**src/hw/rtl/id_allocator_with_refcount_assert.svh**
```systemverilog
// Assertion macros for the handle allocator.
// Included by the top level; no other dependencies.
`ifndef ID_ALLOCATOR_WITH_REFCOUNT_ASSERT_SVH
`define ID_ALLOCATOR_WITH_REFCOUNT_ASSERT_SVH
`ifndef ASSERT_OFF
`define ASSERT_SAME(lbl, clk, rst_n, ante, cons) \
	lbl: assert property (@(posedge clk) disable iff (!rst_n) (ante) |-> (cons)) \
		else $error("same-cycle check failed");
`define ASSERT_NEXT(lbl, clk, rst_n, ante, cons) \
	lbl: assert property (@(posedge clk) disable iff (!rst_n) (ante) |=> (cons)) \
		else $error("next-cycle check failed");
`else
`define ASSERT_SAME(lbl, clk, rst_n, ante, cons)
`define ASSERT_NEXT(lbl, clk, rst_n, ante, cons)
`endif
`endif

```
**src/hw/rtl/ida_pkg.sv**
```systemverilog
// Shared types and codes for the handle allocator.
// No dependencies.
package ida_pkg;

	localparam int OPC_W = 3;
	localparam int ID_W  = 11;
	localparam int CNT_W = 16;
	localparam int STS_W = 3;

	localparam logic [OPC_W-1:0] OP_ALLOC   = 3'd0;
	localparam logic [OPC_W-1:0] OP_FREE    = 3'd1;
	localparam logic [OPC_W-1:0] OP_GRAB    = 3'd2;
	localparam logic [OPC_W-1:0] OP_RELEASE = 3'd3;
	localparam logic [OPC_W-1:0] OP_QUERY   = 3'd4;

	localparam logic [STS_W-1:0] STS_OK    = 3'd0;
	localparam logic [STS_W-1:0] STS_FULL  = 3'd1;
	localparam logic [STS_W-1:0] STS_RANGE = 3'd2;
	localparam logic [STS_W-1:0] STS_BUSY  = 3'd3;
	localparam logic [STS_W-1:0] STS_OVER  = 3'd4;
	localparam logic [STS_W-1:0] STS_UNDER = 3'd5;

	typedef struct packed {
		logic [OPC_W-1:0] opcode;
		logic [ID_W-1:0]  id;
	} req_t;

	typedef struct packed {
		logic [ID_W-1:0]  new_id;
		logic [CNT_W-1:0] count;
		logic [STS_W-1:0] status;
	} rsp_t;

	typedef struct packed {
		logic clr_en;
		logic rd_en;
		logic ex_en;
	} cmd_t;

	typedef struct packed {
		logic clr_last;
	} sts_t;

endpackage

```
**src/hw/rtl/ida_ctrl.sv**
```systemverilog
// Sequencer for the handle allocator: clearing pass, accept, execute.
// Depends on ida_pkg.
module ida_ctrl (
	input  logic          clk,
	input  logic          arst_n,
	input  logic          req_valid,
	output logic          req_ready,
	output logic          rsp_valid,
	input  logic          rsp_ready,
	input  ida_pkg::sts_t sts,
	output ida_pkg::cmd_t cmd
);

	localparam logic [1:0] S_CLR  = 2'd0;
	localparam logic [1:0] S_IDLE = 2'd1;
	localparam logic [1:0] S_EXEC = 2'd2;

	logic [1:0] state_q;
	logic [1:0] state_d;
	logic       rsp_valid_q;
	logic       ex_go;

	assign req_ready  = (state_q == S_IDLE);
	assign ex_go      = (state_q == S_EXEC) && (!rsp_valid_q || rsp_ready);
	assign cmd.clr_en = (state_q == S_CLR);
	assign cmd.rd_en  = req_valid && req_ready;
	assign cmd.ex_en  = ex_go;
	assign rsp_valid  = rsp_valid_q;

	always_comb begin
		state_d = state_q;
		unique case (state_q)
			S_CLR: begin
				if (sts.clr_last) state_d = S_IDLE;
			end
			S_IDLE: begin
				if (req_valid) state_d = S_EXEC;
			end
			S_EXEC: begin
				if (ex_go) state_d = S_IDLE;
			end
			default: state_d = S_CLR;
		endcase
	end

	always_ff @(posedge clk or negedge arst_n) begin
		if (!arst_n) begin
			state_q     <= S_CLR;
			rsp_valid_q <= 1'b0;
		end else begin
			state_q <= state_d;
			if (ex_go) rsp_valid_q <= 1'b1;
			else if (rsp_ready) rsp_valid_q <= 1'b0;
		end
	end

endmodule

```
**config.mk**
```make
export PLATFORM = sky130hd
export DESIGN_NAME = ida_ctrl
export DESIGN_NICKNAME = d
export VERILOG_FILES = /design/src/hw/rtl/id_allocator_with_refcount_assert.svh /design/src/hw/rtl/ida_pkg.sv /design/src/hw/rtl/ida_ctrl.sv
export SDC_FILE = /design/constraint.sdc
export NUM_CORES = 1
export LEC_CHECK = 0
export ABC_AREA = 1
export BUFFER_PORTS_ARGS = -buffer_cell sky130_fd_sc_hd__buf_2
export CAP_MARGIN = 25
export CORE_AREA = 2 2 39 41
export DETAILED_ROUTE_END_ITERATION = 10
export DIE_AREA = 0 0 41 43
export GPL_TIMING_DRIVEN = 1
export PLACE_DENSITY = 0.3
export SYNTH_ARGS = -nofsm -noshare
export SYNTH_HDL_FRONTEND = slang
export SYNTH_SLANG_ARGS = --single-unit
export TNS_END_PERCENT = 10
```
**constraint.sdc**
```tcl
create_clock -name clk -period 1.2 [get_ports clk]
set_input_delay 0.24 -clock clk [delete_from_list [all_inputs] [get_ports clk]]
set_output_delay 0.24 -clock clk [all_outputs]
set_load 0.03 [all_outputs]
```
==> metrics.csv <==
stage;metric;value;unit
run_status;outcome;finished with violations;
run_status;violations;setup timing;
finish;regArea;76.32;µm²
pwr;leakage;0.0001841;µW
finish;area_growth;116.2;%
sta;tightest_slew;0.2214;ns
global_route;track_usage;0.05930;
sta;setup_slack;-0.1002;ns
finish;nets;46;
clocking;cts-root-buf;clkbuf_4;
sta;relSlewSlack;0.8509;
global_route;gr-total-overflow;0;
place;pre_cts_ws;0.1129;ns
min_path;worstHoldStart;req_valid;
routing;first_pass_iters;1;
place;io_buffers;9;
clocking;cts_tree;done;
global_route;grt_pass1_wl;648;µm
pwr;power.density;2815;nW/µm²
sta;fin_crit;1.300;ns
die;fp.coreArea;1384;µm²
routing;ant_nets;0;
sta;final.setup.tns;-0.2443;ns
finish;fillCellCount;150;
logic_synthesis;netlist_area;162.7;µm²
min_path;hold_depth;4;
die;fp-row-count;14;
clocking;clkLatencyLatePin;0.23;ns
critical_path;reg2reg_from;state_q[1]$_DFFE_PN0P_;
pwr;peakVddDrop;0.6153;mV
critical_path;critPathLaunch;state_q[1]$_DFFE_PN0P_;
pwr;power;989.7;µW
routing;vias;190;
routing;drc;0;
logic_synthesis;synth_fp_nets;26;
sta;max_freq;0.7691;GHz
routing;wirelength;456;µm
die;io_pins;10;
die;dieArea;1763;µm²
finish;fin_util;0.2541;
min_path;holdCritPathClass;input port to register;
sta;hold_viol;0;
global_route;antenna_found_initial;0;
logic_synthesis;yosysWarnings;0;
sta;setup_viol;4;
global_route;grt_pass1_vias;200;
clocking;ctsHtreeMaxLevel;1;
logic_synthesis;yosysSeqAreaShare;0.4615;
finish;drive_gt1_frac;0.7000;
critical_path;reg2reg_depth;8;
logic_synthesis;synthCells;21;
logic_synthesis;syn_avg_cell_area;7.746;µm²
finish;antenna_cells;0;
run;maxCapViolCount;0;
finish;multi_input_comb_area;85.08;µm²
sta;fin_crit_sh;1.084;
die;die_w;41;µm
sta;skew;0.001735;ns
routing;drt_iter0_markers;0;
clocking;cts.path.max_buffers;2;
critical_path;reg2reg_setup_slack;-0.04;ns
critical_path;cp.required;0.96;ns
sta;drv_slew;0;
critical_path;worstPathMaxFanout;4;
clocking;clkTransAtPathRegs;0.04;ns
place;gp_congestion;0.6804;
routing;wire_per_inst;8.143;µm
critical_path;worst_setup_path_start_kind;register;
critical_path;crit_path_end_kind;output port;
logic_synthesis;synth-seq-cells;3;
critical_path;cp_data_arrival_time;1.06;ns
clocking;cts_buffers;3;
logic_synthesis;synth_cell_types;13;
critical_path;crit_type;register to output port;
routing;via_per_inst;3.393;
clocking;clkSinkCount;3;
sta;rsz0062_at_grt;yes;
die;start_util;0.1175;
die;die_h;43;µm
global_route;grt_max_degree;5;
layout by cell type (no fill, tap or decap), drive strengths merged:
master	instances
o21ai	1
nand3	1
o22ai	1
dlygate4sd3	1
inv	5
clkbuf	4
dfrtp	3
buf	15
a21oi	2
nand2	4
nor2	3
cells by family (layout without fill, tap and decap cells):
group,Yosys count,count (layout),share of synthesized area
DFF,3,3,0.4615
buffers and inverters,6,25,0.1615
AOI/OAI and AO/OA,4,4,0.1538
and+or+nand+nor,8,8,0.2231
cell usage after synthesis, drive strengths merged:
cell type	count	area, µm²
nand3	1	5.000
o22ai	1	6.260
o21ai	1	5.000
nor2	3	13.77
a21oi	2	13.76
dfrtp	3	75.07
inv	5	18.76
buf	1	7.510
nand2	4	17.52
area by class of cell:
| class | instances | area share |
|---|---|---|
| Inverter | 5 | 0.05338 |
| Multi-Input combinational cell | 12 | 0.2420 |
| Tap cell | 16 | 0.05694 |
| Sequential cell | 3 | 0.2171 |
| Clock buffer | 4 | 0.07473 |
| Timing Repair Buffer | 16 | 0.3559 |
layer usage:
metal,GRT usage,share of wire
met5,0,0
met4,0.06000,0
met3,0.01571,0.050
met2,0.1031,0.63
met1,0.04516,0.32
per-stage QoR:
stage	hold slack, ns	area (µm²)	cells
floorplan	-0.05559	162.7	21
global placement	0.03720	220.2	45
detailed placement	0.03946	220.2	45
CTS	0.3239	317.8	55
global route	0.3431	351.6	56
finish	0.3166	351.6	56
flip-flops by register name, indices dropped and copies added, names as in the netlist:
register	flops
rsp_valid	1
state_q	2
worst max-delay path, stage by stage, from the launching register on:
cell and delay [ns]:
dfrtp_2 0.43, inv_2 0.07, nand2_2 0.06, nor2_1 0.10
buf_4 0.16
power breakdown:
part	internal, µW	switching, µW	total, µW
clock	124	49.0	173
combinational	280	325	605
sequential	149	62.7	211
total	553	437	990
final timing paths:
check                                         end
min reg2reg                 rsp_valid$_DFFE_PN0P_
min in group asynchronous   rsp_valid$_DFFE_PN0P_
min                        state_q[0]$_DFFE_PN0P_
max in group asynchronous  state_q[1]$_DFFE_PN0P_
max                                        cmd[1]
max reg2reg                state_q[0]$_DFFE_PN0P_
repair_timing:
item                                    4_1_cts  5_1_grt
endpoints found under the setup margin        4        5
endpoints found under the hold margin         3        0
buffers inserted                              5        1
gates resized for setup                       9        7
hold buffers                                  1        0
pin swaps                                     1        2
No activity file was read; power rests on OpenSTA's default activity.
